$ cat config.mk
export PLATFORM = sky130hd
export DESIGN_NAME = persian_gregorian_date_converter
export DESIGN_NICKNAME = d
export VERILOG_FILES = /design/src/sv/pgdc_pkg.sv /design/src/sv/pgdc_month_find.sv /design/src/sv/persian_gregorian_date_converter.sv
export VERILOG_INCLUDE_DIRS = /design/src /design/src/sv
export SDC_FILE = /design/constraint.sdc
export NUM_CORES = 1
export LEC_CHECK = 0
export ABC_AREA = 1
export BUFFER_PORTS_ARGS = -buffer_cell sky130_fd_sc_hd__clkbuf_2
export CAP_MARGIN = 5
export CORE_MARGIN = 4
export CORE_UTILIZATION = 58
export CTS_CLUSTER_SIZE = 20
export DETAILED_ROUTE_END_ITERATION = 10
export PLACE_DENSITY_LB_ADDON = 0.08
export SYNTH_ARGS = -nofsm -noshare
export SYNTH_HDL_FRONTEND = slang
export SYNTH_SLANG_ARGS = --single-unit
$ cat constraint.sdc
create_clock -name clk -period 5 [get_ports clk]
set_input_delay 0.5 -clock clk [delete_from_list [all_inputs] [get_ports clk]]
set_output_delay 0.5 -clock clk [all_outputs]
set_load 0.02 [all_outputs]
$ cat src/sv/assert_macros.svh
// ----------------------------------------------------------------------------
// assert_macros.svh
// Assertion macros shared by the date converter RTL.
// ----------------------------------------------------------------------------
`ifndef ASSERT_MACROS_SVH
`define ASSERT_MACROS_SVH

// Check on every rising clk edge, muted while rst_n is low.
`define PDC_ASSERT(lbl, prop, msg) \
    lbl: assert property (@(posedge clk) disable iff (!rst_n) prop) else $error(msg);

// Check on every rising clk edge, reset included.
`define PDC_ASSERT_ALWAYS(lbl, prop, msg) \
    lbl: assert property (@(posedge clk) prop) else $error(msg);

`endif

$ cat src/sv/pgdc_pkg.sv
// ----------------------------------------------------------------------------
// pgdc_pkg
// Types, constants and calendar tables of the Gregorian/Persian date converter.
// ----------------------------------------------------------------------------
`default_nettype none

package pgdc_pkg;

    localparam int TDATA_W  = 24;
    localparam int YEAR_W   = 14;
    localparam int GYEAR_W  = 15;
    localparam int MONTH_W  = 4;
    localparam int DAY_W    = 5;
    localparam int DOY_W    = 9;
    localparam int ORD_W    = 10;
    localparam int QUO_W    = 10;
    localparam int PROD_W   = 31;

    localparam logic [MONTH_W-1:0] N_MONTHS   = 4'd12;
    localparam logic [MONTH_W-1:0] MONTH_FEB  = 4'd2;
    localparam logic [MONTH_W-1:0] MONTH_DEY  = 4'd10;

    // Calendar offsets
    localparam logic [GYEAR_W-1:0] YEAR_SHIFT    = 15'd621;
    localparam logic [ORD_W-1:0]   NOWRUZ_DOY    = 10'd79;
    localparam logic [ORD_W-1:0]   PERS_JAN_DOY  = 10'd286;
    localparam int                 PERS_OFFSET   = 474;
    localparam int                 PERS_CYCLE    = 128;
    localparam logic [6:0]         PERS_OFS7     = 7'(PERS_OFFSET % PERS_CYCLE);
    localparam logic [6:0]         PERS_WRAP_LIM = 7'd30;
    localparam logic [6:0]         PERS_WRAP_ADD = 7'd29;
    localparam logic [6:0]         PERS_SUB_DIV  = 7'd33;

    // Divide by 25 through a reciprocal; exact for every 15-bit year
    localparam int                 DIV25         = 25;
    localparam int                 DIV25_SHIFT   = 20;
    localparam logic [15:0]        DIV25_RECIP   = 16'(((1 << DIV25_SHIFT) + DIV25 - 1) / DIV25);

    localparam logic [DOY_W-1:0] GREG_CUM [13] = '{
        9'd0, 9'd31, 9'd59, 9'd90, 9'd120, 9'd151, 9'd181,
        9'd212, 9'd243, 9'd273, 9'd304, 9'd334, 9'd365
    };
    localparam logic [DOY_W-1:0] PERS_CUM [13] = '{
        9'd0, 9'd31, 9'd62, 9'd93, 9'd124, 9'd155, 9'd186,
        9'd216, 9'd246, 9'd276, 9'd306, 9'd336, 9'd365
    };

    typedef struct packed {
        logic                func;
        logic [YEAR_W-1:0]   year;
        logic [MONTH_W-1:0]  month;
        logic [DAY_W-1:0]    day;
    } st1_t;

    typedef struct packed {
        logic                func;
        logic [GYEAR_W-1:0]  gyear;
        logic [YEAR_W-1:0]   oyear;
        logic [DOY_W-1:0]    doy;
        logic                mok;
        logic                m_gt2;
        logic                m_eq10;
        logic                m_gt10;
        logic                pl_cur;
        logic                pl_prev;
    } st2_t;

    typedef struct packed {
        st2_t                core;
        logic [QUO_W-1:0]    quo;
    } st3_t;

    typedef struct packed {
        logic                func;
        logic [YEAR_W-1:0]   oyear;
        logic [DOY_W-1:0]    doy;
        logic                mok;
        logic                m_gt2;
        logic                m_eq10;
        logic                m_gt10;
        logic                pl_cur;
        logic                pl_prev;
        logic                gl_prev;
        logic                gl_cur;
        logic                gl_next;
    } st4_t;

    typedef struct packed {
        logic                gcal;
        logic                leap;
        logic [ORD_W-1:0]    ord;
        logic [YEAR_W-1:0]   oyear;
        logic                mok;
    } st5_t;

    typedef struct packed {
        logic                bad;
        logic [MONTH_W-1:0]  month;
        logic [DAY_W-1:0]    day;
    } place_t;

    // Cumulative days before month idx+1 (idx 12 = year length)
    function automatic logic [DOY_W-1:0] cum_val(input logic gcal, input logic leap,
                                                 input logic [MONTH_W-1:0] idx);
        logic [DOY_W-1:0] v;
        v = '0;
        if (idx <= N_MONTHS) begin
            if (gcal) begin
                v = GREG_CUM[idx] + DOY_W'(leap && (idx >= MONTH_FEB));
            end
            else begin
                v = PERS_CUM[idx] + DOY_W'(leap && (idx == N_MONTHS));
            end
        end
        return v;
    endfunction

    // Persian leap test; only the low 7 bits of the year matter
    function automatic logic pers_leap7(input logic [6:0] yl);
        logic [6:0] t;
        logic [1:0] q;
        logic [6:0] u;
        t = yl - PERS_OFS7;
        if (t < PERS_WRAP_LIM) begin
            t = t + PERS_WRAP_ADD;
        end
        priority if (t >= 7'(3 * PERS_SUB_DIV)) q = 2'd3;
        else if (t >= 7'(2 * PERS_SUB_DIV))     q = 2'd2;
        else if (t >= PERS_SUB_DIV)             q = 2'd1;
        else                                    q = 2'd0;
        u = t - {5'b0, q} - 7'd1;
        return (u[1:0] == 2'b00);
    endfunction

endpackage

`default_nettype wire

$ cat src/sv/pgdc_month_find.sv
// ----------------------------------------------------------------------------
// pgdc_month_find
// Month and day of month for a day of year, with range check.
// ----------------------------------------------------------------------------
`default_nettype none

module pgdc_month_find (
    input  wire logic [pgdc_pkg::ORD_W-1:0] ord,
    input  wire logic                       gcal,
    input  wire logic                       leap,
    output pgdc_pkg::place_t                res
);
    import pgdc_pkg::*;

    logic [MONTH_W-1:0] month;
    logic [DOY_W-1:0]   prev_cum;
    logic [ORD_W-1:0]   day_full;

    // Pick the first month whose running total reaches the day of year
    always_comb
    begin
        month = '0;
        for (int i = 12; i >= 1; i--)
        begin
            if (ord <= {1'b0, cum_val(gcal, leap, MONTH_W'(i))}) begin
                month = MONTH_W'(i);
            end
        end
    end

    assign prev_cum  = cum_val(gcal, leap, month - MONTH_W'(1));
    assign day_full  = ord - {1'b0, prev_cum};
    assign res.bad   = (ord == '0) || (month == '0);
    assign res.month = month;
    assign res.day   = day_full[DAY_W-1:0];

endmodule

`default_nettype wire

$ cat src/sv/persian_gregorian_date_converter.sv
// ----------------------------------------------------------------------------
// persian_gregorian_date_converter
// Pipelined Gregorian <-> Persian (solar Hijri) date converter.
// ----------------------------------------------------------------------------
// Usage:
//   Slave channel s_* takes one conversion request per word: tuser selects
//   the direction (0 = Gregorian to Persian, 1 = Persian to Gregorian) and
//   tdata carries year, month and day. Master channel m_* returns one word
//   per request, in order: tdata holds the target year, month and day,
//   tuser flags a bad month or a date that fits no month (payload then reads zero).
// Throughput: one word per cycle while m_tready stays high; five register
//   stages plus the output register, with the divide-by-25 for the Gregorian
//   leap rule spread over a multiply stage and a remainder stage.
// Stalls: each stage holds while the one after it is full and stalled;
//   s_tready drops only when every stage up to the output holds a word, so
//   bubbles are squeezed out while m_tready is low. Nothing is lost or
//   repeated.
// Reset: rst_n clears every valid bit; the pipeline comes out empty and
//   ready. The block keeps no state between words.
// ----------------------------------------------------------------------------
`default_nettype none

`include "assert_macros.svh"

module persian_gregorian_date_converter (
    input  wire logic                         clk,
    input  wire logic                         rst_n,
    input  wire logic                         s_tvalid,
    output logic                              s_tready,
    input  wire logic [pgdc_pkg::TDATA_W-1:0] s_tdata,   // in_year, in_month, in_day, pad
    input  wire logic                         s_tuser,   // func
    output logic                              m_tvalid,
    input  wire logic                         m_tready,
    output logic [pgdc_pkg::TDATA_W-1:0]      m_tdata,   // out_year, out_month, out_day, pad
    output logic                              m_tuser    // bad_date
);
    import pgdc_pkg::*;

    // Stage valid bits and payload registers
    logic st1_v_reg, st2_v_reg, st3_v_reg, st4_v_reg, st5_v_reg, out_v_reg;
    st1_t st1_reg;
    st2_t st2_reg, st2_next;
    st3_t st3_reg, st3_next;
    st4_t st4_reg, st4_next;
    st5_t st5_reg, st5_next;
    logic [TDATA_W-1:0] out_data_reg, out_data_next;
    logic               out_bad_reg, out_bad_next;

    // A stage loads when it is empty or its contents move on
    logic en1, en2, en3, en4, en5, en_out;

    assign en_out   = !out_v_reg || m_tready;
    assign en5      = !st5_v_reg || en_out;
    assign en4      = !st4_v_reg || en5;
    assign en3      = !st3_v_reg || en4;
    assign en2      = !st2_v_reg || en3;
    assign en1      = !st1_v_reg || en2;
    assign s_tready = en1;

    // ---------------- stage 2: table lookup, year bases, Persian leap bits
    logic [MONTH_W-1:0] m_idx;
    logic [6:0]         pers_base;

    always_comb
    begin
        m_idx          = st1_reg.month - MONTH_W'(1);
        st2_next.func  = st1_reg.func;
        st2_next.mok   = (st1_reg.month != '0) && (st1_reg.month <= N_MONTHS);
        // Look up the source calendar; Persian months 1..12 start at the same
        // offset in both year kinds, the Gregorian leap day is added later
        st2_next.doy   = cum_val(!st1_reg.func, 1'b0, m_idx) + DOY_W'(st1_reg.day);
        st2_next.m_gt2  = st1_reg.month > MONTH_FEB;
        st2_next.m_eq10 = st1_reg.month == MONTH_DEY;
        st2_next.m_gt10 = st1_reg.month > MONTH_DEY;
        if (st1_reg.func) begin
            st2_next.gyear = {1'b0, st1_reg.year} + YEAR_SHIFT;
            st2_next.oyear = st1_reg.year + YEAR_SHIFT[YEAR_W-1:0];
            pers_base      = st1_reg.year[6:0];
        end
        else begin
            st2_next.gyear = {1'b0, st1_reg.year};
            st2_next.oyear = st1_reg.year - YEAR_SHIFT[YEAR_W-1:0];
            pers_base      = st1_reg.year[6:0] - YEAR_SHIFT[6:0];
        end
        st2_next.pl_cur  = pers_leap7(pers_base);
        st2_next.pl_prev = pers_leap7(pers_base - 7'd1);
    end

    // ---------------- stage 3: quotient of Gregorian year by 25
    logic [PROD_W-1:0] prod;

    assign prod          = PROD_W'(st2_reg.gyear) * PROD_W'(DIV25_RECIP);
    assign st3_next.core = st2_reg;
    assign st3_next.quo  = QUO_W'(prod >> DIV25_SHIFT);

    // ---------------- stage 4: remainder and Gregorian leap of year-1, year, year+1
    logic [GYEAR_W-1:0] q25;
    logic [4:0]         rem;
    logic [3:0]         g_lo, g_lo_p1, g_lo_m1;

    always_comb
    begin
        q25     = GYEAR_W'(st3_reg.quo) * GYEAR_W'(DIV25);
        rem     = 5'(st3_reg.core.gyear - q25);
        g_lo    = st3_reg.core.gyear[3:0];
        g_lo_p1 = g_lo + 4'd1;
        g_lo_m1 = g_lo - 4'd1;

        st4_next.func    = st3_reg.core.func;
        st4_next.oyear   = st3_reg.core.oyear;
        st4_next.doy     = st3_reg.core.doy;
        st4_next.mok     = st3_reg.core.mok;
        st4_next.m_gt2   = st3_reg.core.m_gt2;
        st4_next.m_eq10  = st3_reg.core.m_eq10;
        st4_next.m_gt10  = st3_reg.core.m_gt10;
        st4_next.pl_cur  = st3_reg.core.pl_cur;
        st4_next.pl_prev = st3_reg.core.pl_prev;
        // Leap: divisible by 4, and not a century unless divisible by 400
        st4_next.gl_cur  = (g_lo[1:0] == 2'b00)
                           && !((rem == 5'd0) && (g_lo != 4'd0));
        st4_next.gl_next = (g_lo_p1[1:0] == 2'b00)
                           && !((rem == 5'(DIV25 - 1)) && (g_lo_p1 != 4'd0));
        st4_next.gl_prev = (g_lo_m1[1:0] == 2'b00)
                           && !((rem == 5'd1) && (g_lo_m1 != 4'd0));
    end

    // ---------------- stage 5: cross the new-year boundary
    logic [ORD_W-1:0] doy_ext, ge, nr, lim;

    always_comb
    begin
        doy_ext       = {1'b0, st4_reg.doy};
        ge            = doy_ext + ORD_W'(st4_reg.gl_cur && st4_reg.m_gt2);
        nr            = NOWRUZ_DOY + ORD_W'(st4_reg.pl_prev && st4_reg.gl_cur);
        lim           = PERS_JAN_DOY + ORD_W'(st4_reg.gl_cur);
        st5_next.gcal = st4_reg.func;
        st5_next.mok  = st4_reg.mok;
        if (!st4_reg.func) begin
            if (ge <= nr) begin
                // Before Nowruz: day falls in the previous Persian year
                st5_next.ord   = ge + PERS_JAN_DOY
                                 + ORD_W'(st4_reg.pl_prev && !st4_reg.gl_cur);
                st5_next.oyear = st4_reg.oyear - YEAR_W'(1);
                st5_next.leap  = st4_reg.pl_prev;
            end
            else begin
                st5_next.ord   = ge - nr;
                st5_next.oyear = st4_reg.oyear;
                st5_next.leap  = st4_reg.pl_cur;
            end
        end
        else begin
            if (st4_reg.m_gt10 || (st4_reg.m_eq10 && (doy_ext > lim))) begin
                // On or after January 1: day falls in the next Gregorian year
                st5_next.ord   = doy_ext - lim;
                st5_next.oyear = st4_reg.oyear + YEAR_W'(1);
                st5_next.leap  = st4_reg.gl_next;
            end
            else begin
                st5_next.ord   = doy_ext + NOWRUZ_DOY + ORD_W'(st4_reg.pl_prev)
                                 - ORD_W'(st4_reg.gl_prev);
                st5_next.oyear = st4_reg.oyear;
                st5_next.leap  = st4_reg.gl_cur;
            end
        end
    end

    // ---------------- output stage: month and day
    place_t place;

    pgdc_month_find u_month_find (
        .ord  (st5_reg.ord),
        .gcal (st5_reg.gcal),
        .leap (st5_reg.leap),
        .res  (place)
    );

    always_comb
    begin
        if (place.bad || !st5_reg.mok) begin
            out_bad_next  = 1'b1;
            out_data_next = '0;
        end
        else begin
            out_bad_next  = 1'b0;
            out_data_next = {1'b0, place.day, place.month, st5_reg.oyear};
        end
    end

    // ---------------- registers
    always_ff @(posedge clk or negedge rst_n)
    begin
        if (!rst_n) begin
            st1_v_reg <= 1'b0;
            st2_v_reg <= 1'b0;
            st3_v_reg <= 1'b0;
            st4_v_reg <= 1'b0;
            st5_v_reg <= 1'b0;
            out_v_reg <= 1'b0;
        end
        else begin
            if (en1)    st1_v_reg <= s_tvalid;
            if (en2)    st2_v_reg <= st1_v_reg;
            if (en3)    st3_v_reg <= st2_v_reg;
            if (en4)    st4_v_reg <= st3_v_reg;
            if (en5)    st5_v_reg <= st4_v_reg;
            if (en_out) out_v_reg <= st5_v_reg;
        end
    end

    always_ff @(posedge clk)
    begin
        if (en1) begin
            st1_reg.func  <= s_tuser;
            st1_reg.year  <= s_tdata[YEAR_W-1:0];
            st1_reg.month <= s_tdata[YEAR_W+MONTH_W-1:YEAR_W];
            st1_reg.day   <= s_tdata[YEAR_W+MONTH_W+DAY_W-1:YEAR_W+MONTH_W];
        end
        if (en2)    st2_reg <= st2_next;
        if (en3)    st3_reg <= st3_next;
        if (en4)    st4_reg <= st4_next;
        if (en5)    st5_reg <= st5_next;
        if (en_out) begin
            out_data_reg <= out_data_next;
            out_bad_reg  <= out_bad_next;
        end
    end

    assign m_tvalid = out_v_reg;
    assign m_tdata  = out_data_reg;
    assign m_tuser  = out_bad_reg;

    // ---------------- assertions
    `PDC_ASSERT(a_bad_zero, m_tvalid && m_tuser |-> m_tdata == '0, "flagged word carries data")
    `PDC_ASSERT(a_month_range, m_tvalid && !m_tuser |-> (m_tdata[17:14] != 4'd0) && (m_tdata[17:14] <= N_MONTHS), "month out of range")
    `PDC_ASSERT(a_day_nonzero, m_tvalid && !m_tuser |-> m_tdata[22:18] != 5'd0, "day of month is zero")
    `PDC_ASSERT(a_ready_empty, !m_tvalid |-> s_tready, "input stalled with empty output")
    `PDC_ASSERT_ALWAYS(a_rst_empty, !rst_n |=> !m_tvalid, "output valid right after reset")

endmodule

`default_nettype wire

Word-level counts from Yosys, hierarchy flattened

Memories as Yosys holds them, arrays and structs flattened.
Cells that the tools add are included.
W data, S select, Z words.

Eq/ne operators: 4
Muxes and demuxes: 48
Magnitude comparators: 30
$add $sub $neg: 45
Reduce and logical (&&, ||, !) cells: 45
$mul: 2
Bitwise logic cells: 2

Operators by type and width:

| operator                 | number |
|---|---|
| $mux W9                  | 16 |
| $le A10 B9 Y1            | 11 |
| $mux W25                 | 3 |
| $mux W4                  | 12 |
| $add A8 B1 Y9 const A    | 4 |
| $add A9 B1 Y9 const A    | 4 |
| $mux W5                  | 6 |
| $ge A7 B7 Y1 const B     | 4 |
| $mux W28                 | 1 |
| $mul A15 B13 Y27 const B | 1 |
| $add A7 B1 Y8 const A    | 3 |
| $mux W7                  | 3 |
| $sub A7 B7 Y7 const B    | 3 |
| $add A10 B1 Y10          | 2 |
| $reduce_bool A4 Y1       | 4 |
| $add A14 B10 Y15 const B | 1 |
| $add A14 B1 Y14 const B  | 1 |
| $add A14 B10 Y14 const B | 1 |
| $add A7 B5 Y7 const B    | 2 |
| $ge A7 B6 Y1 const B     | 2 |
| $lt A7 B5 Y1 const B     | 2 |
| $sub A14 B1 Y14 const B  | 1 |
| $sub A14 B10 Y14 const B | 1 |
| $logic_and A1 B1 Y1      | 13 |
| 37 further kinds         | 75 |

Memories kept: 4
Bits in read-only memories: 576
Output and inout port bits: 27
Input port bits: 29
Register bits after elaboration: 205
Word-level logic and storage cells: 232

Memories:

| name            | words | width | rd ports | clocked after memory_dff | wr ports | RTL line        | source |
|---|---|---|---|---|---|---|---|
| (no name shown) | 16    | 9     | 1        | 0                        | 0        | pgdc_pkg.sv:109 | `v = GREG_CUM[idx] + DOY_W'(leap && (idx >= MONTH_FEB));` |
| (no name shown) | 16    | 9     | 1        | 0                        | 0        | pgdc_pkg.sv:112 | `v = PERS_CUM[idx] + DOY_W'(leap && (idx == N_MONTHS));` |
| (no name shown) | 16    | 9     | 1        | 0                        | 0        | pgdc_pkg.sv:112 |  |
| (no name shown) | 16    | 9     | 1        | 0                        | 0        | pgdc_pkg.sv:109 |  |

Logic depth before layout (Yosys ltp)

Gate-level depths: netlist of the first run.

Depth after elaboration: 23
Gate-level depth with buffers: 42

Cells and area by module

A second synthesis of the first run with hierarchy kept.

Cell total of the unflattened synthesis: 1826
Area, all modules: 16480.8 sq um

Modules (own cells, without submodules):

| module                           | seq. area each (sq um) | times used | cells each | area an instance (sq um) |
|---|---|---|---|---|
| persian_gregorian_date_converter | 5945.7                 | 1          | 1519       | 14675.3 |
| pgdc_month_find                  | 0.0                    | 1          | 307        | 1805.5 |

Least setup slack after synthesis of the first run

No wires, ideal clock.

Kind: register to register
From: register st5_reg[26] (netlist name)
To: register out_data_reg[22], in the netlist m_tdata[22] (data pin)
Setup slack: -0.212 ns
Library setup time: 0.255 ns
Cell stages (with the launch flop): 36
Arrival time: 4.957 ns
Path buffers: 1
Cells stage by stage: edfxtp_1 > clkbuf_1 > inv_1 > nor2_1 > inv_1 > ha_1 > nand2_1 > nor2_1 > nand2_1 > a21boi_0 > o21ai_0 > inv_1 > a21o_1 > nand2_1 > ha_1 > nand2_1 > nand2_1 > nand2_1 > nand2_2 > inv_2 > nand2_1 > o31ai_1 > inv_1 > ha_1 > or2_2 > o211ai_1 > inv_1 > ha_1 > fa_1 > nor2_1 > o21ai_0 > nand2_1 > xor2_1 > inv_1 > a21oi_1 > nor2_1

Cells in the longest elaborated chain, start to end: 22
Elaborated cells between the ends (all ways): 52

RTL lines:

| item                                            | RTL line                                | source |
|---|---|---|
| start: declaration                              | persian_gregorian_date_converter.sv:45  | `st5_t st5_reg, st5_next;` |
| start signal: assignment                        | persian_gregorian_date_converter.sv:222 | `if (en5) st5_reg <= st5_next;` |
| $mux W9                                         | pgdc_pkg.sv:108                         | `if (gcal) begin` |
| $le A10 B9 Y1                                   | pgdc_month_find.sv:25                   | `if (ord <= {1'b0, cum_val(gcal, leap, MONTH_W'(i))}) begin` |
| $mux W4 (11 in series)                          | pgdc_month_find.sv:25                   |  |
| $sub A4 B1 Y4                                   | pgdc_month_find.sv:31                   | `assign prev_cum = cum_val(gcal, leap, month - MONTH_W'(1));` |
| $not A4 Y5 (not written as such)                | pgdc_pkg.sv:109, pgdc_pkg.sv:112        |  |
| $mem_v2 Z16 W9, on equally long branches        | --                                      |  |
| $mux W5, on equally long branches (2 in series) | pgdc_pkg.sv:112, pgdc_pkg.sv:109        |  |
| $add A5 B1 Y5, on equally long branches         | pgdc_pkg.sv:112, pgdc_pkg.sv:109        |  |
| $mux W5                                         | pgdc_pkg.sv:108                         |  |
| $mux W5                                         | pgdc_pkg.sv:107                         | `if (idx <= N_MONTHS) begin` |
| $sub A5 B5 Y5                                   | pgdc_month_find.sv:32                   | `assign day_full = ord - {1'b0, prev_cum};` |
| end signal: assignment                          | persian_gregorian_date_converter.sv:224 | `out_data_reg <= out_data_next;` |
| end: declaration                                | persian_gregorian_date_converter.sv:46  | `logic [TDATA_W-1:0] out_data_reg, out_data_next;` |

Several ways; a longest one is shown, not always the timed one. The select of a mux whose other input is x is not followed.
A chain may end at the register's enable or synchronous reset.

Final worst setup path of the first run

Ends and elaborated chain as after synthesis.

==> impl.org, run 1 <==
** Cells and area
- Fin nets :: 2,050
- Layout fillers :: 2,000
- Highest-count cells in the layout ignoring fill and taps :: 302 x sky130_fd_sc_hd__inv_1, 201 x sky130_fd_sc_hd__nand2_1, 193 x sky130_fd_sc_hd__edfxtp_1, 163 x sky130_fd_sc_hd__ha_1, 119 x sky130_fd_sc_hd__nor2_1
- Filler-free cell count of the finished design :: 2,106
- Antenna Diode Count :: 0
- Relative to the synthesized area, the layout overhead comes to 16.8%.
- Layout cell share with drive strength beyond 1 :: 18.1%
- The register with the most flip-flops in the layout has 45 of them.
- The library cell used most frequently in the layout, excluding fill and tap cells, is sky130_fd_sc_hd__inv_1.
- For this run, the share of the core covered by cells in the final layout is 68.9%.

** Global routing
- Number of global-route vias before repair :: 11,022
- Pin count of the biggest net entering global routing :: 46
- The first global-routing pass estimated 51.5 mm of wire.
- Global routing used 21.9% of the available tracks across all layers.
- The initial antenna violation count was 0.
- Aggregate global routing overflow :: 0

** Floorplan
- Core area :: 26,100 µm²
- Number of top-level pins :: 56
- In this run the core area contains 59 standard-cell rows.
- Floorplan die height :: 171 µm
- For this configuration, the core starts out at a cell density of 59.0%.
- The die is 171 µm wide.
- Die Area :: 29,200 µm²

** Clock network
- TritonCTS built the clock tree.
- Clock-pin slew on the worst setup and hold paths :: 0.08 ns
- Buffers inserted during clock tree synthesis total 17.
- Clock tree synthesis selected as its root buffer the cell sky130_fd_sc_hd__clkbuf_16.
- The clock tree synthesis step divided the H-tree into 4 levels.
- Clk Latency, worst-skew pair :: 0.44 ns
- Number of clock sinks seen by CTS :: 199
- Counting along the longest clock path gives a buffer depth of 2.

** Yosys
- Post-Synthesis Cells :: 1,591
- Multiplexer area fraction after synthesis :: 0.0732%
- After synthesis the netlist holds a flip-flop and latch count of 199.
- Of all cell types, the one taking the most synthesized area is sky130_fd_sc_hd__edfxtp_1.
- Yosys attributes the largest share of cell area to sky130_fd_sc_hd__edfxtp_1 38%, sky130_fd_sc_hd__ha_1 15%, sky130_fd_sc_hd__fa_1 9.6%.
- Number of nets in the synthesized netlist :: 1,883
- Leading register cell type out of synthesis :: sky130_fd_sc_hd__edfxtp_1
- Yosys cell types :: 62
- Async set or reset register ratio after synthesis :: 3.02%
- Summing the areas of all fa, ha and maj instances in the mapped netlist gives 25.0% of the synthesized area.
- Post-synthesis xor/xnor area fraction :: 6.18%
- After Yosys synthesis, and, or, nand and nor cells account for 13.4% of the synthesized area.
- Area fraction of the dominant cell type after synthesis :: 37.7%
- Compound-gate portion of the synthesized area :: 8.38%
- Synthesized area per cell :: 9.67 µm²
- Summed instance area of the synthesized netlist :: 15,400 µm²
- The share of the Yosys chip area taken by registers is 38.6%.
- Count of flip-flops with a built-in enable after synthesis :: 193
- Combinational family with the most area after synthesis :: adder cells
- The Yosys step of the flow raised 0 warnings.

** Place
- Placer Congestion :: 0.878
- Half-perimeter wire length after placement :: 24.4 mm
- Pre-CTS setup slack :: -0.0668 ns
- Number of port buffers :: 53
- After detailed placement, the design holds a cell count of 2,046.

** STA
- Setup repair after global routing missed its margin :: true
- Hold is met by 0.231 ns.
- Setup slack closes at 0.158 ns.
- The max-slew violation count came to 0.
- The worst path in the final design needs a cycle of 4.84 ns, including I/O delays and setup.
- Of the available clock period, the critical path in the final layout requires 96.8%.
- Static timing analysis puts the maximum clock frequency at 207 MHz.
- For the final database, setup skew stands at 0.00785 ns.
- Slew HR :: 52.0%
- Slew at the pin with the worst max-slew slack :: 0.721 ns
- Finish-stage setup viols :: 0
- The number of failing hold endpoints at the final stage is 0.

** Hold path
- In this run the worst hold path is classified as in2reg.

** Worst setup path
- Data arrival at the endpoint of the critical path :: 5.05 ns
- Kind of start point of the critical path :: flop
- By startpoint and endpoint, the worst setup path is classified as reg2reg.
- Required time at the worst-slack endpoint :: 5.21 ns
- The worst setup path is captured at a flop.
- Of all nets on the critical path, the largest fanout is 6.
- On the worst path, the slowest cell contributes a delay of 0.45 ns.
- CP max stage cell :: sky130_fd_sc_hd__edfxtp_1

** Detailed routing
- For this block, the initial DRC count from the detailed router was 515.
- Post-DRT Antenna Nets :: 0
- In the routed design, unresolved DRC markers number 0.
- In the final routed layout, each cell accounts on average for 14.7 µm.
- The first detailed-routing pass took 5 iterations.
- Total number of vias :: 11,071
- After detailed routing, the number of vias per cell comes to 5.26.
- Routed wire length :: 31.0 mm

** Status
- The flow ran to the end, and the final reports show no timing, DRC or antenna violations.

** Flow run
- Max-cap violations in this run came to 0.
-- cell type report --
class | count | area [µm²] | share of cell area (%)
well taps | 335 | 419 | 2.33
flip-flops and latches | 199 | 5950 | 33.1
repair buffers | 160 | 1120 | 6.21
multi-input cells | 1055 | 8660 | 48.2
clock buffers | 19 | 443 | 2.47
clock inverters | 13 | 148 | 0.822
inverters | 325 | 1230 | 6.85
-- repair_timing --
item,4_1_cts,5_1_grt
hold endpoints to repair,6,0
buffers inserted,3,24
pin swaps,1,69
setup endpoints to repair,1,6
resized for setup,7,118
hold buffers,1,0
-- cell usage after synthesis (8+ instances only) --
| cell | instances |
|---|---|
| sky130_fd_sc_hd__clkbuf_1 | 9 |
| sky130_fd_sc_hd__nor3_1 | 15 |
| sky130_fd_sc_hd__nand3_1 | 60 |
| sky130_fd_sc_hd__o21bai_1 | 8 |
| sky130_fd_sc_hd__o21ai_0 | 71 |
| sky130_fd_sc_hd__edfxtp_1 | 193 |
| sky130_fd_sc_hd__nand4_1 | 22 |
| sky130_fd_sc_hd__inv_1 | 314 |
| sky130_fd_sc_hd__nand2_1 | 214 |
| sky130_fd_sc_hd__ha_1 | 189 |
| sky130_fd_sc_hd__or2_2 | 8 |
| sky130_fd_sc_hd__xor2_1 | 66 |
| sky130_fd_sc_hd__xnor2_1 | 27 |
| sky130_fd_sc_hd__a21oi_1 | 71 |
| sky130_fd_sc_hd__fa_1 | 74 |
| sky130_fd_sc_hd__nor2_1 | 128 |
-- per-stage QoR --
stage          cell area [µm²]  setup TNS [ns]
2_1_floorplan            15400               0
3_3_place_gp             16600         -0.0707
3_5_place_dp             16600         -0.0668
4_1_cts                  17200               0
5_1_grt                  18000          -0.370
6_report                 18000               0
-- layer usage --
| metal | track usage, % | routed length (µm) |
|---|---|---|
| met1 | 28.6 | 13700 |
| met2 | 38.8 | 15500 |
| met3 | 2.54 | 1110 |
| met4 | 6.34 | 704 |
| met5 | 0 | 0 |
-- worst paths after layout --
path / startpoint / end / slack (ns) / cells past startpoint
worst min-delay path: s_tdata[21] / st1_reg[3] / 0.23 / 1
worst max register to register: st5_reg[26] / m_tdata[22] / 0.16 / 37
max in group asynchronous: rst_n / st1_v_reg / 4.43 / 2
worst min register to register: st2_reg[4] / st3_reg[14] / 0.41 / 0
worst max-delay path: st5_reg[26] / m_tdata[22] / 0.16 / 37
min in group asynchronous: rst_n / m_tvalid / 0.42 / 2
-- worst max-delay path: cells and delay by family (launching register included) --
kind | cells | cell delay (ns)
buf+inv | 11 | 0.93
flops | 1 | 0.45
compound gates | 5 | 0.57
fa+ha+maj | 6 | 1.33
simple gates | 14 | 1.20
xor+xnor | 1 | 0.15
-- kinds of logic after synthesis --
family	after synthesis
other	1
DFF	199
AOI/OAI and AO/OA	214
muxes	1
buffers and inverters	337
adders and majority gates	263
and+or+nand+nor	476
xor gates and xnor gates	100
Power of run 1 is left out: the tool's default activity adds up to more than one toggle a clock period on the data nets, which glitch-free logic cannot reach.
==> inputs of run 2 (changes only) <==
ABC_AREA = 0   (was 1)
==> run 2 against run 1 <==
- the flow now finishes with violations (negative setup slack)
- global-route usage decreased by 0.39 points
- final area increased by 1.9%
- die area increased by 0.62%
- worst hold slack got worse by 0.012 ns
- via count decreased by 4.3%
- setup slack got worse by 0.50 ns
- area after synthesis increased by 0.64%
- first-iteration DRC count increased by 20%
- wire length about the same
- highest routed layer unchanged
==> impl.org, run 2 <==
** Status
- The flow ran to the end, but the final reports show violations.
- Failing checks :: negative setup slack

** Cells and area
- The area of combinational cells with multiple inputs was 9180 µm² (+6.0%).
- The register area is 5950 µm² (unchanged).
- The library cell used most frequently in the layout, excluding fill and tap cells, is sky130_fd_sc_hd__edfxtp_1.
- Layout cell share with drive strength beyond 1 :: 22.5% (+4.4 points)
- Antenna Diode Count :: 0 (unchanged)
- Synth-to-layout area growth :: 18.2%
- Layout fillers :: 1,908 (-4.6%)
- Flip-flop count of the largest register, all copies and words added :: 45 (unchanged)
- Fin nets :: 1,883 (-8.1%)
- Highest-count cells in the layout ignoring fill and taps :: 193 x sky130_fd_sc_hd__edfxtp_1, 187 x sky130_fd_sc_hd__inv_1, 162 x sky130_fd_sc_hd__ha_1, 121 x sky130_fd_sc_hd__buf_4, 80 x sky130_fd_sc_hd__nand2_1

** Floorplan
- Horizontal extent of the die :: 171 µm (+0.31%)
- The height of the chip was 171 µm (+0.31%).
- The number of placed I/O pins was 56 (unchanged).
- The initial cell density of the core was 59.3% (+0.21 points).
- The area of the core was 26,100 µm² (+0.28%).
- The count of standard-cell rows came to 59 (unchanged).
- Die Area :: 29,400 µm² (+0.62%)

** Global routing
- The all-layer global routing usage is 21.5% (-0.39 points).
- The number of global-route vias before repair came to 10,769 (-2.3%).
- The global-route wire length before repair is 50.9 mm (-1.2%).
- The initial antenna violation count is 0 (unchanged).
- Pin count of the biggest net entering global routing :: 47 (+2.2%)
- Aggregate global routing overflow :: 0 (unchanged)

** STA
- Setup repair after global routing missed its margin :: true
- The final cycle utilization of the critical path is 107% (+10 points).
- Final-layout worst hold slack :: 0.220 ns (-0.0116 ns)
- The number of failing hold endpoints at the final stage is 0 (unchanged).
- Final setup margin :: -0.342 ns (-0.500 ns)
- Tmin final :: 5.34 ns (+0.500 ns)
- The setup clock skew after layout came to 0.0285 ns (+0.0207 ns).
- Final Max Tran Viols :: 0 (unchanged)
- The slew at the pin closest to its max-slew limit came to 1.15 ns (+0.425 ns).
- The total of endpoints with negative setup slack in the final report is 3 (+3).
- FMAX :: 187 MHz (-9.4%)
- The relative slew slack was 23.4% (-29 points).

** Worst setup path
- R2r worst-path depth :: 26 (-30%)
- The delay of the slowest cell on the worst path came to 0.48 ns (+0.03 ns).
- Tracing the worst setup path back leads to its startpoint at st5_reg[17].
- Worst path most repeated cell :: sky130_fd_sc_hd__ha_4
- The startpoint identified for the worst register-to-register timing path is st5_reg[17].
- Crit-path max FO :: 5 (-1)
- On the critical path, the stage with the largest delay is an instance of sky130_fd_sc_hd__a2111o_1.
- Worst setup slack for register-to-register paths :: -0.34 ns (-0.50 ns)
- Worst Setup Path Type :: reg2reg
- STA classifies the critical path endpoint as a flop.
- Required time at the worst-slack endpoint :: 5.30 ns (+0.09 ns)
- The signal arrival time at the worst endpoint came to 5.64 ns (+0.59 ns).
- Kind of start point of the critical path :: flop

** Yosys
- The share of synthesized area occupied by flip-flops and latches was 38.4% (-0.25 points).
- The area share of the largest cell type after synthesis came to 37.4% (-0.24 points).
- Leading register cell type out of synthesis :: sky130_fd_sc_hd__edfxtp_1
- Ranking of synthesized cells by instance count :: 195 x sky130_fd_sc_hd__inv_1, 193 x sky130_fd_sc_hd__edfxtp_1, 189 x sky130_fd_sc_hd__ha_1
- Sorting the synthesized cells by area gives the leading types as sky130_fd_sc_hd__edfxtp_1 37%, sky130_fd_sc_hd__ha_1 15%, sky130_fd_sc_hd__fa_1 9.6%.
- Most area-hungry cell type in the Yosys netlist :: sky130_fd_sc_hd__edfxtp_1
- The post-synthesis net count is 1,703 (-9.6%).
- The area of the mapped netlist is 15,500 µm² (+0.64%).
- Post-Synthesis Cells :: 1,411 (-11%)
- Yosys reg bits :: 199 (unchanged)
- Yosys cell types :: 106 (+71%)
- The number of warnings reported in the yosys synthesis log was 0 (unchanged).
- Most used standard cell by instance count after synthesis :: sky130_fd_sc_hd__inv_1
- Async set or reset register ratio after synthesis :: 3.02% (unchanged)
- The number of enable flip-flop cells after synthesis came to 193 (unchanged).
- Synthesized area per cell :: 11.0 µm² (+13%)

** Clock network
- The maximum clock insertion buffer count came to 2 (unchanged).
- The clock network latency to the later pin of the worst-skew pair came to 0.45 ns (about the same).
- Number of clock sinks seen by CTS :: 199 (unchanged)
- Number of buffers added by the clock tree synthesis step :: 17 (unchanged)
- Cell at the root of the clock tree :: sky130_fd_sc_hd__clkbuf_16
- Clock tree from TritonCTS :: done
- The post-CTS clock slew at the launch and capture registers of the worst setup and hold paths is 0.09 ns (about the same).
- Clock H-tree levels :: 4 (unchanged)

** Hold path
- Type of the tightest min-delay check :: in2reg
- Hold depth :: 1 (unchanged)
- Worst min-delay path startpoint :: s_tdata[14]

** Detailed routing
- The final wirelength was 31.0 mm (about the same).
- The via count of the routed design was 10,596 (-4.3%).
- The length of the first detailed-routing pass in iterations was 5 (unchanged).
- Final routed wire length divided by cell count :: 16.0 µm (+8.6%)
- The detailed-route DRC error count was 0 (unchanged).
- The post-route antenna net violation count is 0 (unchanged).
- The average via count per standard cell came to 5.46 (+4.0%).
- The count of routing violations after the opening detailed-route iteration was 619 (+20%).

** Flow run
- The number of max-cap violations was 0 (unchanged).

** Place
- The half-perimeter wire length after detailed placement is 23.9 mm (-2.1%).
- The global placer's final weighted congestion is 0.900 (+2.5%).
- Number of port buffers :: 53 (unchanged)
==> run 2: cell count changes after synthesis, sizes merged, moves of 29 or more <==
cell | previous run | this run
nand2 | 219 | 87
inv | 322 | 197
nor2 | 130 | 65
xnor2 | 27 | 75
nand3 | 63 | 22
xor2 | 73 | 33
o21ai | 79 | 50
==> run 2: layer usage <==
layer / vias to the layer above / wire length (µm) / global-route usage (%)
met4: 0 / 440 / 4.99
met3: 29 / 771 / 2.85
met2: 160 / 15500 / 37.4
li1: 5297 / - / -
met1: 5110 / 14300 / 29.0
met5: - / 0 / 0
==> run 2: per-stage QoR <==
step | cells | cell area (µm²) | util, % | TNS (ns) | setup WS [ns]
CTS | 1924 | 17800 | 68.3 | -0.378 | -0.241
finish | 1939 | 18300 | 70.0 | -0.661 | -0.342
global placement | 1875 | 16900 | 64.7 | -0.889 | -0.402
detailed placement | 1875 | 16900 | 64.7 | -1.36 | -0.532
floorplan | 1411 | 15600 | - | -0.664 | -0.455
global route | 1939 | 18300 | 70.0 | -1.61 | -0.605
==> run 2: cell type report <==
class                           instances  area share [%]
Tap cell                              335            2.29
Inverter                              199            4.12
Clock inverter                         15            1.19
Timing Repair Buffer                  190            7.39
Multi-Input combinational cell        984            50.2
Clock buffer                           17            2.32
Sequential cell                       199            32.5
==> run 2: logic make-up after synthesis <==
logic type,after synthesis,share of synthesized area (%)
simple gates,339,11.4
fa+ha+maj,263,24.8
compound gates,252,11.5
buf+inv,229,6.04
flops,199,38.4
xor+xnor,109,6.50
mux,19,1.30
other cells,1,0.0242
==> run 2: final timing paths <==
kind                                    end
max in group asynchronous         st3_v_reg
worst min register to register  st3_reg[24]
worst min-delay path             st1_reg[5]
worst max-delay path            m_tdata[22]
worst max register to register  m_tdata[22]
min in group asynchronous          m_tvalid
==> run 2: what timing repair did <==
action,in CTS,in global routing
resized for setup,36,65
pin swaps,28,56
endpoints found under the hold margin,6,0
setup buffers,16,18
gates cloned,1,0
endpoints found under the setup margin,7,7
hold buffers,1,0
==> run 2: worst max-delay path: cells and delay by family, from the launching register on <==
kind                       cells  cell delay, ns
xor gates and xnor gates       1            0.11
AOI/OAI and AO/OA              8            1.65
buffers and inverters          4            0.52
muxes                          2            0.38
DFF                            1            0.40
and+or+nand+nor                6            0.88
adders and majority gates      5            1.29
Power of run 2 is left out for the same reason.
==> inputs of run 3 (changes only) <==
CELL_PAD_IN_SITES_DETAIL_PLACEMENT = 0   (was default)
CELL_PAD_IN_SITES_GLOBAL_PLACEMENT = 1   (was default)
CORE_UTILIZATION = 47   (was 58)
==> run 3 against run 2 <==
- the flow still finishes with violations (negative setup slack)
- non-clock buffer count rose by 14
- highest routed layer unchanged
- global-route usage fell by 3.2 points
- clock skew fell by 0.018 ns
- via count fell by 1.3%
==> impl.org, run 3 (synthesis gave the netlist of run 2 again) <==
** Detailed routing
- The average via count per standard cell came to 5.08 (-7.1%).
- The count of routing violations after the opening detailed-route iteration is 472 (-24%).
- Post-DRT Antenna Nets :: 0 (unchanged)
- The via count of the routed design is 10,454 (-1.3%).
- The final wirelength was 31.9 mm (+3.1%).
- Final routed DRC violation total :: 0 (unchanged)
- Routed signal wires occupy layers up through met4.
- The length of the first detailed-routing pass in iterations is 4 (-1).
- Wire length on met1 :: 15.5 mm (+8.6%)
- The total length of routed met2 wires was 15.4 mm (-0.22%).
- The length of routed met3 wiring came to 665 µm (-14%).
- Final routed wire length divided by cell count :: 15.5 µm (-2.9%)

** Worst setup path
- Crit-path max FO :: 6 (+1)
- Worst Setup Path Type :: reg2reg
- Largest stage delay on the critical path :: 0.48 ns (about the same)
- Category of the worst setup path capture point :: flop
- The largest individual stage delay along the critical path comes from the cell sky130_fd_sc_hd__a2111o_1.
- The worst register-to-register path begins at st5_reg[25].
- Counting stages on the worst path, the most repeated cell is sky130_fd_sc_hd__ha_4.
- Critical path's top delay family :: compound AO/OA/AOI/OAI gates
- The required time of the critical path came to 5.29 ns (about the same).
- Tracing the worst setup path back leads to its startpoint at st5_reg[25].
- STA classifies the critical path startpoint as a flop.
- Data arrival at the endpoint of the critical path :: 5.52 ns (-0.12 ns)
- Worst path buffer plus inverter count :: 3 (-1)

** Status
- The run finished, with violations left.
- The final reports fail on negative setup slack.

** Global routing
- Wire length of the first global-routing pass :: 53.7 mm (+5.5%)
- The all-layer global routing usage was 18.3% (-3.2 points).
- The initial antenna violation count came to 0 (unchanged).
- Pin count of the biggest net entering global routing :: 47 (unchanged)
- The total congestion overflow after global routing was 0 (unchanged).
- The number of global-route vias before repair came to 10,806 (+0.34%).

** STA
- Setup repair after global routing missed its margin :: true
- Post-Route Skew :: 0.0108 ns (-0.0177 ns)
- Final Max Tran Viols :: 0 (unchanged)
- The final cycle utilization of the critical path was 105% (-2.3 points).
- The slew at the pin closest to its max-slew limit is 1.17 ns (+0.0272 ns).
- Finish-stage setup viols :: 3 (unchanged)
- The minimum clock period after layout came to 5.23 ns (-0.115 ns).
- FMAX :: 191 MHz (+2.2%)
- The relative slew slack was 21.6% (-1.8 points).
- The number of failing hold endpoints at the final stage came to 0 (unchanged).
- The smallest setup slack after layout came to -0.227 ns (+0.115 ns).
- The summed negative setup slack over all endpoints came to -0.528 ns (+0.133 ns).

** Floorplan
- Horizontal extent of the die :: 190 µm (+11%)
- The number of placed I/O pins is 56 (unchanged).
- The height of the chip is 190 µm (+11%).
- The initial cell density of the core came to 47.6% (-12 points).
- The floorplan die area is 35,900 µm² (+22%).
- Core area :: 32,500 µm² (+25%)
- The count of standard-cell rows is 66 (+12%).

** Hold path
- The tightest min-delay check is of the in2reg type.
- The worst hold path begins at s_tdata[16].

** Cells and area
- The library cell used most frequently in the layout, excluding fill and tap cells, is sky130_fd_sc_hd__edfxtp_1.
- Fin nets :: 1,896 (+0.69%)
- The number of fill cells in the layout came to 2,853 (+50%).
- In the layout the commonest cells are 193 x sky130_fd_sc_hd__edfxtp_1, 189 x sky130_fd_sc_hd__inv_1, 166 x sky130_fd_sc_hd__ha_1, 141 x sky130_fd_sc_hd__buf_4, 81 x sky130_fd_sc_hd__nand2_1.
- Core utilization of the finished layout :: 56.6% (-13 points)
- Synth-to-layout area growth :: 18.9%
- The flip-flop count of the largest register, all copies and words added is 45 (unchanged).
- The share of post-route cells with drive strength above 1 was 22.2% (-0.30 points).
- Final design instance area without fill :: 18,400 µm² (+0.63%)
- The antenna diode instance count is 0 (unchanged).

** Clock network
- Cell at the root of the clock tree :: sky130_fd_sc_hd__clkbuf_16
- Clock tree from TritonCTS :: done
- The TritonCTS sink count is 199 (unchanged).
- The post-CTS clock slew at the launch and capture registers of the worst setup and hold paths is 0.08 ns (about the same).
- Maximum number of buffers from clock root to sink :: 2 (unchanged)
- Number of buffers added by the clock tree synthesis step :: 17 (unchanged)
- The clock network latency to the later pin of the worst-skew pair was 0.43 ns (-0.02 ns).
- Clock H-tree levels :: 4 (unchanged)

** Flow run
- The number of max-cap violations is 0 (unchanged).

** Place
- The half-perimeter wire length after detailed placement came to 24.7 mm (+3.5%).
- The global placer's final weighted congestion came to 0.850 (-5.5%).
- The pre-CTS worst setup slack was -0.375 ns (+0.157 ns).
- Post-placement cell area :: 17,200 µm² (+1.8%)
- The number of input and output port buffers inserted came to 53 (unchanged).
## run 3: cell type report
cell class | instances | area [µm²] | share of cell area, %
repair buffers | 204 | 1440 | 7.84
well taps | 442 | 553 | 3.00
clock inverters | 13 | 148 | 0.802
inverters | 199 | 754 | 4.10
multi-input cells | 983 | 9090 | 49.4
clock buffers | 19 | 475 | 2.58
flip-flops and latches | 199 | 5950 | 32.3
## run 3: worst reg2reg max path, stage by stage, from the launching register on
cell and delay (ns):
sky130_fd_sc_hd__edfxtp_1 0.44, sky130_fd_sc_hd__inv_2 0.12, sky130_fd_sc_hd__nand2_4 0.08, sky130_fd_sc_hd__ha_1 0.37, sky130_fd_sc_hd__a31oi_1 0.14, sky130_fd_sc_hd__a2111o_1 0.48, sky130_fd_sc_hd__o21bai_4 0.19, sky130_fd_sc_hd__o21ai_2 0.08
sky130_fd_sc_hd__inv_2 0.10, sky130_fd_sc_hd__ha_4 0.16, sky130_fd_sc_hd__or4b_4 0.21, sky130_fd_sc_hd__a221oi_4 0.04, sky130_fd_sc_hd__a211oi_4 0.45, sky130_fd_sc_hd__buf_12 0.18, sky130_fd_sc_hd__nor2_4 0.04, sky130_fd_sc_hd__a22oi_2 0.16
sky130_fd_sc_hd__ha_4 0.22, sky130_fd_sc_hd__mux2_4 0.25, sky130_fd_sc_hd__and2_4 0.14, sky130_fd_sc_hd__ha_4 0.16, sky130_fd_sc_hd__fa_2 0.37, sky130_fd_sc_hd__nor2b_2 0.13, sky130_fd_sc_hd__o21ai_1 0.07, sky130_fd_sc_hd__nand2b_1 0.09
sky130_fd_sc_hd__xnor2_1 0.08, sky130_fd_sc_hd__or2_4 0.24, sky130_fd_sc_hd__mux2i_1 0.12
## run 3: worst paths after layout
kind | to | slack, ns | cells past startpoint
min | st1_reg[7] | 0.24 | 1
max in group asynchronous | st4_v_reg | 4.45 | 2
max reg2reg | m_tdata[22] | -0.23 | 26
min in group asynchronous | st3_v_reg | 0.41 | 2
max | m_tdata[22] | -0.23 | 26
min reg2reg | doy_ext[8] | 0.41 | 0
## run 3: timing repair
action,4_1_cts,5_1_grt
gates resized for setup,42,27
endpoints found under the hold margin,6,0
pin swaps,33,32
setup buffers,13,10
endpoints found under the setup margin,5,7
cloned,0,0
hold buffers,1,0
## run 3: layer usage
metal,track usage (%),vias up
met5,0,-
met4,3.23,0
met3,2.14,24
met2,31.0,129
met1,25.8,4971
li1,-,5330
## run 3: per-stage QoR
step | instances | hold WS [ns]
2_1_floorplan | 1411 | 0.204
3_3_place_gp | 2003 | 0.332
3_5_place_dp | 2003 | 0.330
4_1_cts | 2049 | 0.211
5_1_grt | 2059 | 0.221
6_report | 2059 | 0.238
Power of run 3 is left out for the same reason.
